[config.mk]
export PLATFORM = sky130hd
export DESIGN_NAME = text_glyph_layout_flat
export DESIGN_NICKNAME = d
export VERILOG_FILES = /design/src/hdl/tgl_pkg.sv /design/src/hdl/tgl_in_if.sv /design/src/hdl/tgl_out_if.sv /design/src/hdl/tgl_cfg.sv /design/src/hdl/tgl_layout.sv /design/src/hdl/text_glyph_layout.sv /design/src/flat_wrapper.sv
export SDC_FILE = /design/constraint.sdc
export NUM_CORES = 1
export LEC_CHECK = 0
export BUFFER_PORTS_ARGS = -buffer_cell sky130_fd_sc_hd__buf_2
export CORE_MARGIN = 2
export CORE_UTILIZATION = 53
export CTS_CLUSTER_SIZE = 30
export DETAILED_ROUTE_END_ITERATION = 7
export MAX_ROUTING_LAYER = met4
export PLACE_DENSITY = 0.71
export REMOVE_ABC_BUFFERS = 1
export SLEW_MARGIN = 20
export SYNTH_ARGS = -nofsm -noshare
export SYNTH_HDL_FRONTEND = slang
export SYNTH_HIERARCHICAL = 1
export SYNTH_SLANG_ARGS = --single-unit
[constraint.sdc]
create_clock -name clk -period 14.2 [get_ports clk]
set_input_delay 3.55 -clock clk [delete_from_list [all_inputs] [get_ports clk]]
set_output_delay 3.55 -clock clk [all_outputs]
set_load 0.005 [all_outputs]
[src/hdl/tgl_pkg.sv]
package tgl_pkg;

	typedef enum logic [1:0] {
		CMD_TEXT  = 2'd0,
		CMD_CLEAR = 2'd1,
		CMD_PEN   = 2'd2,
		CMD_NOP   = 2'd3
	} cmd_t;

	typedef enum logic [2:0] {
		REG_BOX_LEFT   = 3'd0,
		REG_BOX_TOP    = 3'd1,
		REG_BOX_WIDTH  = 3'd2,
		REG_CHAR_SIZE  = 3'd3,
		REG_CHAR_GAP   = 3'd4,
		REG_LINE_LEAD  = 3'd5,
		REG_KINSOKU    = 3'd6,
		REG_TYPE_SPEED = 3'd7
	} reg_idx_t;

	typedef enum logic [6:0] {
		M_IDLE      = 7'b0000001,
		M_ESC       = 7'b0000010,
		M_ESC_SKIP  = 7'b0000100,
		M_LEAD      = 7'b0001000,
		M_RUBY_BASE = 7'b0010000,
		M_RUBY_LEAD = 7'b0100000,
		M_RUBY_READ = 7'b1000000
	} mode_t;

	localparam logic [7:0] CH_BACKSLASH = 8'h5C;
	localparam logic [7:0] CH_BRACE_OPEN = 8'h7B;
	localparam logic [7:0] CH_SLASH = 8'h2F;
	localparam logic [7:0] CH_BRACE_CLOSE = 8'h7D;
	localparam logic [7:0] CH_ESC_CLEAR = 8'h63;
	localparam logic [7:0] CH_ESC_NEWLINE = 8'h6E;
	localparam logic [7:0] CH_ESC_WAIT = 8'h77;

	localparam logic [15:0] HANG_COMMA = 16'h8141;
	localparam logic [15:0] HANG_PERIOD = 16'h8142;
	localparam logic [15:0] HANG_QUOTE_A = 16'h8176;
	localparam logic [15:0] HANG_QUOTE_B = 16'h8178;

	localparam logic [7:0] LEAD_LO_MIN = 8'h81;
	localparam logic [7:0] LEAD_LO_MAX = 8'h9F;
	localparam logic [7:0] LEAD_HI_MIN = 8'hE0;
	localparam logic [7:0] LEAD_HI_MAX = 8'hFC;

	// ceil(2^18 / 5): floor(s * RECIP5 >> 18) == floor(s / 5) for any 16-bit s
	localparam logic [15:0] RECIP5 = 16'd52429;
	localparam int STEP_W = 14;

	typedef struct packed {
		logic [15:0]        box_left;
		logic [15:0]        box_top;
		logic [17:0]        limit;      // signed, box_left + box_width - size - gap
		logic [8:0]         adv_full;
		logic [8:0]         adv_half;
		logic [8:0]         line_step;
		logic               kinsoku;
		logic [STEP_W-1:0]  step;
	} cfg_t;

	typedef struct packed {
		cmd_t        cmd;
		logic [7:0]  text_byte;
		logic        end_of_string;
		logic [15:0] new_pen_x;
		logic [15:0] new_pen_y;
	} item_t;

	typedef struct packed {
		logic        kind;
		logic [15:0] glyph_code;
		logic [15:0] glyph_x;
		logic [15:0] glyph_y;
		logic [31:0] start_ms;
	} result_t;

	function automatic logic is_lead(input logic [7:0] c);
		return (c >= LEAD_LO_MIN && c <= LEAD_LO_MAX) ||
			(c >= LEAD_HI_MIN && c <= LEAD_HI_MAX);
	endfunction

	function automatic logic is_hanging(input logic [15:0] code);
		return code == HANG_COMMA || code == HANG_PERIOD ||
			code == HANG_QUOTE_A || code == HANG_QUOTE_B;
	endfunction

endpackage

[src/hdl/tgl_in_if.sv]
interface tgl_in_if;
	logic        valid;
	logic        ready;
	logic [1:0]  cmd;
	logic [7:0]  text_byte;
	logic        end_of_string;
	logic [15:0] new_pen_x;
	logic [15:0] new_pen_y;

	modport source (output valid, cmd, text_byte, end_of_string, new_pen_x, new_pen_y,
		input ready);
	modport sink (input valid, cmd, text_byte, end_of_string, new_pen_x, new_pen_y,
		output ready);
endinterface

[src/hdl/tgl_out_if.sv]
interface tgl_out_if;
	logic        valid;
	logic        ready;
	logic        kind;
	logic [15:0] glyph_code;
	logic [15:0] glyph_x;
	logic [15:0] glyph_y;
	logic [31:0] start_ms;

	modport source (output valid, kind, glyph_code, glyph_x, glyph_y, start_ms,
		input ready);
	modport sink (input valid, kind, glyph_code, glyph_x, glyph_y, start_ms,
		output ready);
endinterface

[src/hdl/tgl_cfg.sv]
module tgl_cfg
	import tgl_pkg::*;
(
	input  logic        clk,
	input  logic        arst_n,
	input  logic        cfg_we,
	input  logic [2:0]  cfg_index,
	input  logic [15:0] cfg_data,
	output cfg_t        cfg
);

	logic [15:0] box_left_q, box_top_q, type_speed_q;
	logic [14:0] box_width_q;
	logic [7:0]  char_size_q, char_gap_q, line_lead_q;
	logic        kinsoku_q;

	logic [17:0]        limit_q;
	logic [8:0]         adv_full_q, adv_half_q, line_step_q;
	logic [STEP_W-1:0]  step_q;
	logic [31:0]        speed_prod;

	always_ff @(posedge clk or negedge arst_n) begin
		if (!arst_n) begin
			box_left_q   <= '0;
			box_top_q    <= '0;
			box_width_q  <= '0;
			char_size_q  <= 8'd27;
			char_gap_q   <= '0;
			line_lead_q  <= '0;
			kinsoku_q    <= 1'b1;
			type_speed_q <= 16'd100;
		end else if (cfg_we) begin
			unique case (reg_idx_t'(cfg_index))
				REG_BOX_LEFT:   box_left_q   <= cfg_data;
				REG_BOX_TOP:    box_top_q    <= cfg_data;
				REG_BOX_WIDTH:  box_width_q  <= cfg_data[14:0];
				REG_CHAR_SIZE:  char_size_q  <= cfg_data[7:0];
				REG_CHAR_GAP:   char_gap_q   <= cfg_data[7:0];
				REG_LINE_LEAD:  line_lead_q  <= cfg_data[7:0];
				REG_KINSOKU:    kinsoku_q    <= cfg_data[0];
				REG_TYPE_SPEED: type_speed_q <= cfg_data;
				default: ;
			endcase
		end
	end

	assign speed_prod = type_speed_q * RECIP5;

	// derived values are registered again after the configuration registers; the input stage covers that delay
	always_ff @(posedge clk or negedge arst_n) begin
		if (!arst_n) begin
			limit_q     <= -18'sd27;
			adv_full_q  <= 9'd27;
			adv_half_q  <= 9'd13;
			line_step_q <= 9'd27;
			step_q      <= STEP_W'(20);
		end else begin
			limit_q     <= {{2{box_left_q[15]}}, box_left_q} + {3'b0, box_width_q}
				- {10'b0, char_size_q} - {10'b0, char_gap_q};
			adv_full_q  <= {1'b0, char_size_q} + {1'b0, char_gap_q};
			adv_half_q  <= {2'b0, char_size_q[7:1]} + {1'b0, char_gap_q};
			line_step_q <= {1'b0, char_size_q} + {1'b0, line_lead_q};
			step_q      <= speed_prod[18 +: STEP_W];
		end
	end

	always_comb begin
		cfg.box_left  = box_left_q;
		cfg.box_top   = box_top_q;
		cfg.limit     = limit_q;
		cfg.adv_full  = adv_full_q;
		cfg.adv_half  = adv_half_q;
		cfg.line_step = line_step_q;
		cfg.kinsoku   = kinsoku_q;
		cfg.step      = step_q;
	end

endmodule

[src/hdl/tgl_layout.sv]
module tgl_layout
	import tgl_pkg::*;
(
	input  logic    clk,
	input  logic    arst_n,
	input  logic    en,
	input  item_t   item,
	input  cfg_t    cfg,
	output logic    res_valid,
	output result_t res
);

	mode_t       mode_q, mode_d;
	logic [7:0]  lead_q, lead_d;
	logic [15:0] col_q, col_d, row_q, row_d;
	logic [31:0] time_q, time_d;

	logic        do_place, do_break, do_clear, full, may_hang, brk;
	logic [15:0] code, pcol, prow;
	logic [7:0]  c;
	logic [32:0] tsum;

	assign c = item.text_byte;

	always_comb begin
		mode_d   = mode_q;
		lead_d   = lead_q;
		do_place = 1'b0;
		do_break = 1'b0;
		do_clear = 1'b0;
		full     = 1'b0;
		may_hang = 1'b0;
		code     = {8'h00, c};

		case (item.cmd)
			CMD_CLEAR: do_clear = 1'b1;
			CMD_TEXT: begin
				unique case (mode_q)
					M_ESC: begin
						mode_d = M_IDLE;
						if (c == CH_ESC_CLEAR) do_clear = 1'b1;
						else if (c == CH_ESC_NEWLINE) do_break = 1'b1;
						else if (c == CH_ESC_WAIT) mode_d = M_ESC_SKIP;
					end
					M_ESC_SKIP: mode_d = M_IDLE;
					M_LEAD: begin
						mode_d   = M_IDLE;
						code     = {lead_q, c};
						do_place = 1'b1;
						full     = 1'b1;
						may_hang = 1'b1;
					end
					M_RUBY_BASE: begin
						if (c == CH_SLASH) mode_d = M_RUBY_READ;
						else if (c == CH_BRACE_CLOSE) mode_d = M_IDLE;
						else if (is_lead(c)) begin
							lead_d = c;
							mode_d = M_RUBY_LEAD;
						end else begin
							do_place = 1'b1;
							full     = 1'b1;
						end
					end
					M_RUBY_LEAD: begin
						mode_d   = M_RUBY_BASE;
						code     = {lead_q, c};
						do_place = 1'b1;
						full     = 1'b1;
					end
					M_RUBY_READ: begin
						if (c == CH_BRACE_CLOSE) mode_d = M_IDLE;
					end
					default: begin
						mode_d = M_IDLE;
						if (c == CH_BACKSLASH) mode_d = M_ESC;
						else if (c == CH_BRACE_OPEN) mode_d = M_RUBY_BASE;
						else if (is_lead(c)) begin
							lead_d = c;
							mode_d = M_LEAD;
						end else do_place = 1'b1;
					end
				endcase
				// an unfinished sequence is dropped at the end of a string
				if (item.end_of_string) mode_d = M_IDLE;
			end
			default: ;
		endcase
	end

	// placement: break first when the pen has reached the limit, unless kinsoku lets a full-width hanging mark stay
	always_comb begin
		brk  = ($signed({{2{col_q[15]}}, col_q}) >= $signed(cfg.limit)) &&
			!(may_hang && cfg.kinsoku && is_hanging(code));
		pcol = brk ? cfg.box_left : col_q;
		prow = brk ? row_q + {7'b0, cfg.line_step} : row_q;
		tsum = {1'b0, time_q} + {{(33 - STEP_W){1'b0}}, cfg.step};
	end

	always_comb begin
		col_d     = col_q;
		row_d     = row_q;
		time_d    = time_q;
		res_valid = 1'b0;
		res       = '0;
		if (item.cmd == CMD_PEN) begin
			col_d = item.new_pen_x;
			row_d = item.new_pen_y;
		end
		if (do_clear) begin
			col_d       = cfg.box_left;
			row_d       = cfg.box_top;
			time_d      = '0;
			res_valid   = 1'b1;
			res.kind    = 1'b1;
			res.glyph_x = cfg.box_left;
			res.glyph_y = cfg.box_top;
		end
		if (do_break) begin
			col_d = cfg.box_left;
			row_d = row_q + {7'b0, cfg.line_step};
		end
		if (do_place) begin
			res_valid      = 1'b1;
			res.glyph_code = code;
			res.glyph_x    = pcol;
			res.glyph_y    = prow;
			res.start_ms   = time_q;
			time_d         = tsum[32] ? 32'hFFFF_FFFF : tsum[31:0];
			col_d          = pcol + {7'b0, full ? cfg.adv_full : cfg.adv_half};
			row_d          = prow;
		end
	end

	always_ff @(posedge clk or negedge arst_n) begin
		if (!arst_n) begin
			mode_q <= M_IDLE;
			lead_q <= '0;
			col_q  <= '0;
			row_q  <= '0;
			time_q <= '0;
		end else if (en) begin
			mode_q <= mode_d;
			lead_q <= lead_d;
			col_q  <= col_d;
			row_q  <= row_d;
			time_q <= time_d;
		end
	end

endmodule

[src/hdl/text_glyph_layout.sv]
// Text glyph layout.
// Input channel in_ch carries one item per handshake: a text byte (with an
// end-of-string mark), an external clear, or a pen position. Output channel
// out_ch carries at most one result per input item: a placed glyph (raw code,
// pen position, reveal start time) or a clear notice.
// The user must write configuration through cfg_we/cfg_index/cfg_data only
// while no item is in flight; the block does not enforce this. Derived values
// (line limit, advances, time step) are registered from the written values.
// An item is registered in the input register at acceptance; its result is
// then loaded into the output register, which drives out_ch, once that register
// is free or being read, so a stalled receiver can hold the item back.
// Throughput is one item per cycle while out_ch is not stalled, as the parser
// and pen state update once for each processed item.
// Reset (arst_n low) returns the parser to idle, the pen to (0,0), the time
// base to zero, and the registers to their defaults; both channels empty.
// While the receiver stalls, one result waits in the output register and one
// further item can be held in the input register; after that in_ch.ready
// drops until out_ch moves again.
module text_glyph_layout
	import tgl_pkg::*;
(
	input  logic        clk,
	input  logic        arst_n,
	input  logic        cfg_we,
	input  logic [2:0]  cfg_index,
	input  logic [15:0] cfg_data,
	tgl_in_if.sink      in_ch,
	tgl_out_if.source   out_ch
);

	cfg_t    cfg;
	item_t   item_s1;
	logic    valid_s1;
	logic    en;
	logic    res_valid;
	result_t res;
	result_t out_q;
	logic    out_valid_q;

	tgl_cfg u_cfg (
		.clk       (clk),
		.arst_n    (arst_n),
		.cfg_we    (cfg_we),
		.cfg_index (cfg_index),
		.cfg_data  (cfg_data),
		.cfg       (cfg)
	);

	// the held item is processed once the output register can take its result
	assign en          = valid_s1 && (!out_valid_q || out_ch.ready);
	assign in_ch.ready = !valid_s1 || en;

	always_ff @(posedge clk or negedge arst_n) begin
		if (!arst_n) valid_s1 <= 1'b0;
		else if (in_ch.ready) valid_s1 <= in_ch.valid;
	end

	always_ff @(posedge clk) begin
		if (in_ch.ready && in_ch.valid) begin
			item_s1.cmd           <= cmd_t'(in_ch.cmd);
			item_s1.text_byte     <= in_ch.text_byte;
			item_s1.end_of_string <= in_ch.end_of_string;
			item_s1.new_pen_x     <= in_ch.new_pen_x;
			item_s1.new_pen_y     <= in_ch.new_pen_y;
		end
	end

	tgl_layout u_layout (
		.clk       (clk),
		.arst_n    (arst_n),
		.en        (en),
		.item      (item_s1),
		.cfg       (cfg),
		.res_valid (res_valid),
		.res       (res)
	);

	always_ff @(posedge clk or negedge arst_n) begin
		if (!arst_n) out_valid_q <= 1'b0;
		else if (en) out_valid_q <= res_valid;
		else if (out_ch.ready) out_valid_q <= 1'b0;
	end

	always_ff @(posedge clk) begin
		if (en && res_valid) out_q <= res;
	end

	assign out_ch.valid      = out_valid_q;
	assign out_ch.kind       = out_q.kind;
	assign out_ch.glyph_code = out_q.glyph_code;
	assign out_ch.glyph_x    = out_q.glyph_x;
	assign out_ch.glyph_y    = out_q.glyph_y;
	assign out_ch.start_ms   = out_q.start_ms;

endmodule
[src/flat_wrapper.sv]
// flat-port wrapper written by rule: the top's interface ports become plain ports
module text_glyph_layout_flat import tgl_pkg::*;
  (clk, arst_n, cfg_we, cfg_index, cfg_data, in_ch_valid, in_ch_cmd, in_ch_text_byte, in_ch_end_of_string, in_ch_new_pen_x, in_ch_new_pen_y, in_ch_ready, out_ch_valid, out_ch_kind, out_ch_glyph_code, out_ch_glyph_x, out_ch_glyph_y, out_ch_start_ms, out_ch_ready);
  tgl_in_if in_ch_i ();
  tgl_out_if out_ch_i ();
  input  logic clk;
  input  logic arst_n;
  input  logic cfg_we;
  input  logic [2:0] cfg_index;
  input  logic [15:0] cfg_data;
  input wire logic [$bits(in_ch_i.valid)-1:0] in_ch_valid;
  input wire logic [$bits(in_ch_i.cmd)-1:0] in_ch_cmd;
  input wire logic [$bits(in_ch_i.text_byte)-1:0] in_ch_text_byte;
  input wire logic [$bits(in_ch_i.end_of_string)-1:0] in_ch_end_of_string;
  input wire logic [$bits(in_ch_i.new_pen_x)-1:0] in_ch_new_pen_x;
  input wire logic [$bits(in_ch_i.new_pen_y)-1:0] in_ch_new_pen_y;
  output wire logic [$bits(in_ch_i.ready)-1:0] in_ch_ready;
  output wire logic [$bits(out_ch_i.valid)-1:0] out_ch_valid;
  output wire logic [$bits(out_ch_i.kind)-1:0] out_ch_kind;
  output wire logic [$bits(out_ch_i.glyph_code)-1:0] out_ch_glyph_code;
  output wire logic [$bits(out_ch_i.glyph_x)-1:0] out_ch_glyph_x;
  output wire logic [$bits(out_ch_i.glyph_y)-1:0] out_ch_glyph_y;
  output wire logic [$bits(out_ch_i.start_ms)-1:0] out_ch_start_ms;
  input wire logic [$bits(out_ch_i.ready)-1:0] out_ch_ready;
  assign in_ch_i.valid = in_ch_valid;
  assign in_ch_i.cmd = in_ch_cmd;
  assign in_ch_i.text_byte = in_ch_text_byte;
  assign in_ch_i.end_of_string = in_ch_end_of_string;
  assign in_ch_i.new_pen_x = in_ch_new_pen_x;
  assign in_ch_i.new_pen_y = in_ch_new_pen_y;
  assign in_ch_ready = in_ch_i.ready;
  assign out_ch_valid = out_ch_i.valid;
  assign out_ch_kind = out_ch_i.kind;
  assign out_ch_glyph_code = out_ch_i.glyph_code;
  assign out_ch_glyph_x = out_ch_i.glyph_x;
  assign out_ch_glyph_y = out_ch_i.glyph_y;
  assign out_ch_start_ms = out_ch_i.start_ms;
  assign out_ch_i.ready = out_ch_ready;
  text_glyph_layout u_core (.clk(clk), .arst_n(arst_n), .cfg_we(cfg_we), .cfg_index(cfg_index), .cfg_data(cfg_data), .in_ch(in_ch_i), .out_ch(out_ch_i));
endmodule
[After elaboration in Yosys (flattened, before gate mapping)]
Cells that the tools add are included.
Word-level totals
  output and inout port bits: 83
  input bits: 67
  register bits: 352
  logic and storage cells: 174
Operators by class
  reductions and logical operators: 38
  multipliers: 1
  equality and inequality tests: 32
  order comparisons: 5
  multiplexer cells: 58
  $add $sub $neg: 9
  bitwise logic cells: 1
Operators with widths (count)
  2-to-1 mux 16 bit: 12
  2-to-1 mux 32 bit: 4
  equality test 16 bit, second input constant: 4
  2-to-1 mux 64 bit: 1
  equality test 8 x 7 -> 1 bit, second input constant: 6
  2-to-1 mux 8 bit: 5
  2-to-1 mux 7 bit: 5
  one-hot mux 7 bit (5 select lines): 1
  adder 32 x 14 -> 33 bit: 1
  adder 16 x 9 -> 16 bit: 2
  multiplier 16 x 16 -> 32 bit, second input constant: 1
  AND reduction 2 bit: 10
  2-to-1 mux 1 bit: 19
  adder 8 x 8 -> 9 bit: 2
  >= comparator 16 x 18 -> 1 bit: 1
  subtractor 17 x 9 -> 18 bit: 1
  subtractor 18 x 8 -> 18 bit: 1
  adder 16 x 16 -> 17 bit: 1
  >= comparator 8 bit, second input constant: 2
  <= comparator 8 bit, second input constant: 2
  one-hot mux 8 bit (2 select lines): 1
  equality test 3 bit, second input constant: 4
  2-to-1 mux 5 bit: 2
  adder 7 x 8 -> 9 bit: 1
  other kinds (33): 55

[Longest topological paths before layout]
Gate-level depths: netlist of run 1.
  depth after elaboration: 14
  mapped depth: 21
  mapped depth without buffers: 20

[By module]
The synthesis of run 1 kept the hierarchy.
Modules (own cells, without submodules)
  tgl_cfg: cells an instance 1075, instances 1, sequential area each 3723.6 um2, area each 11678.7 um2
  tgl_layout: cells an instance 1074, instances 1, sequential area each 1978.1 um2, area each 8000.2 um2
  text_glyph_layout: cells an instance 134, instances 1, sequential area each 3773.6 um2, area each 3832.4 um2

[Worst setup path after synthesis of run 1]
No wires, ideal clock.
  kind: input -> register
  from: input port out_ch_ready
  to: register u_core.out_q, in the netlist u_core/out_ch.glyph_code[0] (enable)
  setup slack: 6.398 ns
  library setup time: 0.531 ns
  arrival time: 7.271 ns
  stages on the path: 2
  buffers on the path: 0
  data required time: 13.669 ns
  path through: nand2b_1 nor2b_1
Between the ends
  longest elaborated chain between the ends: 3
Ends and longest elaborated chain
  from (decl): line flat_wrapper.sv:24  | input wire logic [$bits(out_ch_i.ready)-1:0] out_ch_ready;
  logical OR 1 bit: line text_glyph_layout.sv:50  | assign en = valid_s1 && (!out_valid_q || out_ch.ready);
  logical AND 1 bit: line text_glyph_layout.sv:50
  logical AND 1 bit: line text_glyph_layout.sv:85  | if (en && res_valid) out_q <= res;
  to (signal assigned): line text_glyph_layout.sv:85
  to (decl): line text_glyph_layout.sv:37  | result_t out_q;
No other way between the ends.
A chain may end at the register's enable or synchronous reset.

[Final worst setup path of run 1]
  from: input port out_ch_ready
  to: output port in_ch_ready
Between the ends
  longest elaborated chain between the ends: 3
Ends and longest elaborated chain
  logical OR 1 bit: line text_glyph_layout.sv:50
  logical AND 1 bit: line text_glyph_layout.sv:50
  logical OR 1 bit: line text_glyph_layout.sv:51  | assign in_ch.ready = !valid_s1 || en;
  to (decl): line flat_wrapper.sv:17  | output wire logic [$bits(in_ch_i.ready)-1:0] in_ch_ready;
No other way between the ends.

==> out/results.ini, run 1 <==
[status]
run_status = completed

[logic_synthesis]
synth.avg_cell_area_um2 = 10.3
synth_common_cells = inv_1, ha_1, nand2_1, dfrtp_1, o21ai_0
ys_top_cells_by_area = dfrtp_1, edfxtp_1, ha_1
yosysWarnings = 6
ys.flop_type = dfrtp_1
synth-seq-area-share = 0.403
async_reset_ff_frac = 0.648
netlist-cell-type-count = 88
synth_most_common_cell = inv_1
synth_top_area_cell = dfrtp_1
synth_seq_cells = 352
synth-edff-count = 124
netlist.area_leader.share = 0.203
synth_area_um2 = 23500
syn_inst = 2283

[timing]
max_freq_ghz = 0.134
tns_ns = 0
fin_crit_sh = 0.527
fin_skew_ns = 0.0283
tightest_slew_ns = 1.06
drv_slew = 0
rsz0062_at_grt = false
finalHoldViolations = 0
final.min_clock_period_ns = 7.49
whs_ns = 0.491
slew_headroom = 0.291
setup_viol = 0

[layout]
final_layout_size_suffix_gt1_frac = 0.157
final_cell_area_um2 = 26200
postLayoutCoreUtil = 0.595
final_net_count = 2805
fillers = 3646
area_growth_pct = 11.4

[drt]
drc_errors = 0
vias_per_cell = 5.77
ant_nets = 0
num_vias = 17500
wire_per_inst_um = 19.7
drt_wl_total_mm = 59.5
firstDrtPassIters = 5
drtIter0Drc = 1273

[clock_network]
cts_buffers = 38
clockBufferDepth = 3
cts_setup_buffers = 0
clkLatencyLatePin_ns = 0.55
cts_root_buf = clkbuf_16
tritoncts = done
cts.clk_slew.worst_paths_ns = 0.06
post_cts_resize_count = 0
htree_levels = 2
cts_hold_buf = 0
clock-sinks = 352

[placement]
place_area_um2 = 24900
hpwl_mm = 43.7
routabilityCongestion = 0.934
io_buffers = 149

[floorplan]
boundaryPins = 150
chipHeight_um = 215
die_area_um2 = 46100
core_area_um2 = 44000
placementRows = 77
initial_core_util = 0.534
die_w_um = 215

[grt]
grt_pass1_vias = 17300
grt_pass1_wl_mm = 94.5
antenna_found_initial = 2
grtUsageTotal = 0.266
grt_max_degree = 105
grt_overflow = 0

[setup_path]
crit_required_ns = 10.65
critical_path_peak_fanout = 3
setup.worst_path.end_class = output pin
worst_setup_path_start_kind = input port
worstSetupPathType = in -> out
arrival_ns = 3.94

[worst_hold_path]
min_path_type = reg -> reg

[flow_run]
drv_cap = 0

cell usage in the layout, fill, tap and decap left out, drive strengths merged, types with 25 or more instances in the layout:
master / netlist / routed
ha: 234 / 234
inv: 303 / 305
mux2i: 25 / 25
nand2: 207 / 207
fa: 102 / 102
o21ai: 153 / 153
buf: 19 / 167
mux2: 80 / 80
dfstp: 37 / 37
dfrtp: 191 / 191
nand3: 46 / 46
xor2: 34 / 34
and3: 58 / 58
a21oi: 113 / 113
a21o: 42 / 42
edfxtp: 124 / 124
nor2: 90 / 90
clkbuf: 69 / 50
xnor2: 49 / 49
nor3: 29 / 29
worst max-delay path, stage by stage:
cell and delay, ns:
buf_2 0.10, nand3b_4 0.15, buf_2 0.13
sequential cells by signal (all words and copies together), names as in the netlist, 9 cells and up:
signal	cells
u_core/u_cfg/limit_q	18
u_core/out_ch.start_ms	32
u_core/u_cfg/adv_half_q	9
u_core/u_cfg/box_top_q	16
u_core/out_ch.glyph_y	16
u_core/u_cfg/box_width_q	15
u_core/u_layout/row_q	16
u_core/u_cfg/type_speed_q	16
u_core/u_cfg/line_step_q	9
u_core/u_cfg/adv_full_q	9
u_core/u_layout/time_q	32
u_core/out_ch.glyph_code	16
u_core/u_cfg/step_q	14
u_core/item_s1	43
u_core/u_layout/col_q	16
u_core/out_ch.glyph_x	16
u_core/u_cfg/box_left_q	16
kinds of logic after synthesis:
kind of cell	synth area share
compound gates	0.128
xor+xnor	0.0309
fa+ha+maj	0.211
buf+inv	0.0635
flops	0.403
mux	0.0490
simple gates	0.114
per-layer routing:
metal / up-vias / routed length, um / track usage
li1: 8161 / - / -
met1: 8657 / 26100 / 0.359
met2: 533 / 28500 / 0.429
met3: 99 / 3200 / 0.0268
met4: 0 / 1650 / 0.0780
met5: - / 0 / -
path summary, 6_finish.rpt:
check	slack, ns	start	end	cells after the start
worst min-delay path	0.49	u_core/u_cfg/line_lead_q[0]	u_core/u_cfg/line_step_q[0]	1
worst max-delay path	6.71	out_ch_ready	in_ch_ready	3
min in group asynchronous	3.01	arst_n	u_core/u_cfg/line_step_q[7]	1
worst max register to register	8.41	u_core/u_cfg/type_speed_q[7]	u_core/u_cfg/step_q[11]	18
worst min register to register	0.49	u_core/u_cfg/line_lead_q[0]	u_core/u_cfg/line_step_q[0]	1
max in group asynchronous	9.05	arst_n	u_core/u_cfg/step_q[7]	3
through the flow:
stage	instances	setup WS, ns
after global routing	3025	6.70
after floorplan	2195	6.40
after detailed placement	2954	6.71
after global placement	2954	6.72
after CTS	3024	6.71
final	3025	6.71
area by class of cell:
cell class              count  area, um^2  area share
diodes                      1        2.50   0.0000956
well taps                 592         741      0.0283
clock inverters            20         283      0.0108
multi-input cells        1540       12600       0.482
repair buffers            167         891      0.0340
clock buffers              50        1040      0.0396
inverters                 303        1140      0.0434
flip-flops and latches    352        9480       0.362
Power of run 1 is left out: the tool's default activity adds up to more than one toggle a clock period on the data nets, which glitch-free logic cannot reach.
==> run 2: changes to the inputs <==
==> constraint.sdc (replaced) <==
create_clock -name clk -period 7.1 [get_ports clk]
set_input_delay 1.775 -clock clk [delete_from_list [all_inputs] [get_ports clk]]
set_output_delay 1.775 -clock clk [all_outputs]
set_load 0.005 [all_outputs]
==> run 2 against run 1 <==
Compared with the run above:
- worst hold slack better by 0.0084 ns
- wire length increased by 2.1%
- first-iteration DRC count is 8.9% lower
- final cell count rose by 0.17%
- die area unchanged
- setup slack worse by 5.3 ns
- non-clock buffer count is 1 higher
- final area is essentially flat
- sequential share of layout area about the same
- core utilization is essentially flat
- critical path depth rose by 15
- count of clock-buffer cells in the layout is 5 higher
- largest cell class unchanged
==> out/results.ini, run 2 (same netlist as run 1, synthesis figures left out) <==
[status]
run_status = completed

[floorplan]
initial_core_util = 0.534
placementRows = 77
die_w_um = 215
boundaryPins = 150
chipHeight_um = 215
die_area_um2 = 46100
core_area_um2 = 44000

[grt]
grtUsageTotal = 0.272
grt_max_degree = 139
antenna_found_initial = 2
grt_pass1_wl_mm = 95.4
grt_pass1_vias = 17400
grt_overflow = 0

[clock_network]
cts_buffers = 40
cts_setup_buffers = 0
tritoncts = done
htree_levels = 2
clkLatencyLatePin_ns = 0.57
clockBufferDepth = 3
clock-sinks = 352
cts_hold_buf = 0
cts_root_buf = clkbuf_16
cts.clk_slew.worst_paths_ns = 0.06
post_cts_resize_count = 0

[layout]
largest_reg_flops = 43
layout_common_cells = inv_1, ha_1, nand2_1, dfrtp_1, buf_2
final_layout_size_suffix_gt1_frac = 0.157
fillers = 3656
area_growth_pct = 11.4
top_register = u_core/item_s1
final_net_count = 2808
final_common_cell = inv_1
postLayoutCoreUtil = 0.595

[flow_run]
drv_cap = 0

[drt]
num_vias = 17400
ant_nets = 0
drtIter0Drc = 1160
drt_wl_total_mm = 60.7
firstDrtPassIters = 6
wire_per_inst_um = 20.0
drc_errors = 0
vias_per_cell = 5.75

[timing]
fin_skew_ns = 0.0239
tightest_slew_ns = 1.04
fin_crit_sh = 0.801
slew_headroom = 0.301
drv_slew = 0
max_freq_ghz = 0.176
whs_ns = 0.500
finalHoldViolations = 0
rsz0062_at_grt = false
final.min_clock_period_ns = 5.69
setup_viol = 0

[setup_path]
setup.worst_path.end_class = flop
arrival_ns = 6.11
crit_path_cell_trace = ha_1 -> xor2_1 -> ha_1 -> fa_1 -> inv_1 -> fa_1 -> inv_1 -> fa_1 -> inv_1 -> fa_1 -> inv_1 -> ha_1 -> nand3_1 -> or2_1 -> o211a_4 -> o31ai_2 -> a21oi_1 -> xnor2_1
slowest_delay_ns = 0.63
critical_path_peak_fanout = 7
path_buf_inv = 4
crit_required_ns = 7.53
worst_setup_path_start_kind = flop
worstSetupPathType = reg -> reg
reg2reg_slack_ns = 1.41
slowest_stage = dfstp_2
crit_family = adder cells

[worst_hold_path]
min_path_type = reg -> reg

[placement]
routabilityCongestion = 0.940
hpwl_mm = 44.8
io_buffers = 149

## run 2: cell type report
| class | instances | area, um^2 | area share |
|---|---|---|---|
| diodes | 1 | 2.50 | 0.0000956 |
| flip-flops and latches | 352 | 9480 | 0.362 |
| clock buffers | 55 | 1150 | 0.0439 |
| repair buffers | 168 | 923 | 0.0353 |
| clock inverters | 19 | 144 | 0.00549 |
| inverters | 303 | 1140 | 0.0434 |
| multi-input cells | 1540 | 12600 | 0.482 |
| well taps | 592 | 741 | 0.0283 |
## run 2: per-layer routing
metal,share of wire,GRT usage
met2,0.48,0.434
met3,0.065,0.0502
met4,0.032,0.0896
met5,0,-
met1,0.43,0.352
## run 2: worst paths after layout
| check | cells after the start | end | from |
|---|---|---|---|
| max | 18 | u_core/u_cfg/step_q[10] | u_core/u_cfg/type_speed_q[5] |
| min | 1 | u_core/u_layout/lead_q[7] | u_core/u_layout/lead_q[7] |
| max reg2reg | 18 | u_core/u_cfg/step_q[10] | u_core/u_cfg/type_speed_q[5] |
| min reg2reg | 1 | u_core/u_layout/lead_q[7] | u_core/u_layout/lead_q[7] |
| max in group asynchronous | 2 | u_core/u_layout/time_q[6] | arst_n |
| min in group asynchronous | 1 | u_core/u_layout/row_q[7] | arst_n |
## run 2: stage by stage
| step | setup WS (ns) | instances | TNS, ns | cell area [um^2] |
|---|---|---|---|---|
| 2_1_floorplan | -0.704 | 2195 | -57.00 | 23200 |
| 3_3_place_gp | 1.52 | 2954 | 0 | 24900 |
| 3_5_place_dp | 1.45 | 2954 | 0 | 24900 |
| 4_1_cts | 1.41 | 3028 | 0 | 26200 |
| 5_1_grt | 1.15 | 3030 | 0 | 26200 |
| 6_report | 1.41 | 3030 | 0 | 26200 |
Power of run 2 is left out for the same reason.
==> run 3: changes to the inputs <==
--- a/config.mk
+++ b/config.mk
@@ -11,7 +11,7 @@
 export CTS_CLUSTER_SIZE = 30
 export DETAILED_ROUTE_END_ITERATION = 7
 export MAX_ROUTING_LAYER = met4
-export PLACE_DENSITY = 0.71
+export PLACE_DENSITY = 0.74
 export REMOVE_ABC_BUFFERS = 1
 export SLEW_MARGIN = 20
 export SYNTH_ARGS = -nofsm -noshare
==> constraint.sdc (replaced) <==
create_clock -name clk -period 4.7 [get_ports clk]
set_input_delay 1.175 -clock clk [delete_from_list [all_inputs] [get_ports clk]]
set_output_delay 1.175 -clock clk [all_outputs]
set_load 0.005 [all_outputs]
==> run 3 against run 2 <==
Compared with the run above:
- the run now ends with setup timing left
- core utilization grew 3.6 points
- sequential share of layout area shrank 2.1 points
- global-route usage grew 1.0 points
- critical path type unchanged
==> out/results.ini, run 3 (same netlist as run 1, synthesis figures left out) <==
[setup_path]
worst_setup_path_start_kind = flop
setup.worst_path.end_class = flop
reg2reg_from = u_core/u_cfg/type_speed_q[7]
rr_worst_depth = 18
critical_path_peak_fanout = 4
slowest_stage = fa_1
crit_path_cell_trace = ha_4 -> inv_4 -> fa_1 -> inv_2 -> fa_1 -> fa_1 -> fa_1 -> inv_1 -> fa_1 -> inv_2 -> ha_4 -> and3_4 -> nand4_1 -> or2_1 -> o211a_4 -> o21a_1 -> o31ai_2 -> xnor2_1
cp-startpoint = u_core/u_cfg/type_speed_q[7]
path_buf_inv = 4
crit_required_ns = 5.18
crit_family = adder cells
arrival_ns = 5.57
critical_path.most_common_cell = fa_1
worstSetupPathType = reg -> reg
slowest_delay_ns = 0.53
cp.depth = 18

[grt]
antenna_found_initial = 1
grt_pass1_vias = 18300
grt_pass1_wl_mm = 99.4
grt_max_degree = 126
grt_overflow = 0
grtUsageTotal = 0.282

[status]
run_status = finished with violations
violations = setup timing

[timing]
finalHoldViolations = 0
tns_ns = -3.67
slew_headroom = 0.339
drv_slew = 0
fin_skew_ns = 0.0274
rsz0062_at_grt = true
tightest_slew_ns = 0.986
max_freq_ghz = 0.196
fin_ws_ns = -0.393
final.min_clock_period_ns = 5.09
fin_crit_sh = 1.08
setup_viol = 13
whs_ns = 0.472

[layout]
area_growth_pct = 18.2
largest_reg_flops = 43
postLayoutCoreUtil = 0.631
finalNonFillerCells = 3161
final_layout_size_suffix_gt1_frac = 0.231
final_common_cell = inv_1
layout_common_cells = inv_1, nand2_1, ha_1, dfrtp_1, buf_2
top_register = u_core/item_s1
final_net_count = 2940

[clock_network]
tritoncts = done
cts.clk_slew.worst_paths_ns = 0.06
cts_buffers = 39
clock-sinks = 352
clockBufferDepth = 3
clkLatencyLatePin_ns = 0.58
cts_root_buf = clkbuf_16
htree_levels = 2
cts_hold_buf = 0

[drt]
drtIter0Drc = 1573
wire_per_inst_um = 19.8
num_vias = 18100
drt_wl_total_mm = 62.7
drc_errors = 0
firstDrtPassIters = 7
vias_per_cell = 5.72
ant_nets = 0

[floorplan]
core_area_um2 = 44000
die_area_um2 = 46100
placementRows = 77
initial_core_util = 0.534
chipHeight_um = 215
boundaryPins = 150
die_w_um = 215

[flow_run]
drv_cap = 0

[placement]
routabilityCongestion = 0.941
dp_cells = 3068
hpwl_mm = 46.1
io_buffers = 149

[worst_hold_path]
min_path_type = in -> async

==> run 3: worst reg2reg max path, cell delays in order, from the launching register on <==
cell and delay, ns:
dfrtp_2 0.45, ha_4 0.31, inv_4 0.04, fa_1 0.53
inv_2 0.05, fa_1 0.49, fa_1 0.45, fa_1 0.50
inv_1 0.05, fa_1 0.49, inv_2 0.05, ha_4 0.27
and3_4 0.17, nand4_1 0.10, or2_1 0.26, o211a_4 0.25
o21a_1 0.20, o31ai_2 0.20, xnor2_1 0.16
==> run 3: what timing repair did <==
item | CTS | global route
buffers inserted | 19 | 3
pin swaps | 77 | 17
gates cloned | 0 | 0
setup endpoints to repair | 14 | 22
resized for setup | 75 | 23
==> run 3: final cells by class <==
type	instances	area, um^2
multi-input combinational	1540	13100
fill	3493	16200
timing repair buffer	301	1960
tap	592	741
antenna	1	2.50
sequential	352	9480
clock buffer	53	1110
inverter	303	1140
clock inverter	19	243
==> run 3: path summary, 6_finish.rpt <==
check / endpoint / slack [ns]
min: u_core/u_cfg/line_step_q[6] / 0.47
min reg2reg: u_core/u_layout/time_q[7] / 0.49
max: u_core/u_cfg/step_q[13] / -0.39
min in group clk: u_core/u_layout/time_q[7] / 0.49
max in group asynchronous: u_core/u_cfg/limit_q[10] / 2.96
max reg2reg: u_core/u_cfg/step_q[13] / -0.39
==> run 3: stage by stage <==
stage	cell area, um^2	setup slack (ns)
CTS	27600	-0.379
floorplan	23200	-3.10
global placement	25700	-0.699
global route	27800	-0.542
finish	27800	-0.393
detailed placement	25700	-0.964
==> run 3: metal layers <==
layer | part of all wire | vias to the layer above | track usage
met1 | 0.43 | 8923 | 0.363
met2 | 0.49 | 610 | 0.463
met5 | 0 | - | -
met3 | 0.053 | 122 | 0.0357
met4 | 0.030 | 0 | 0.0984
li1 | - | 8419 | -
Power of run 3 is left out for the same reason.
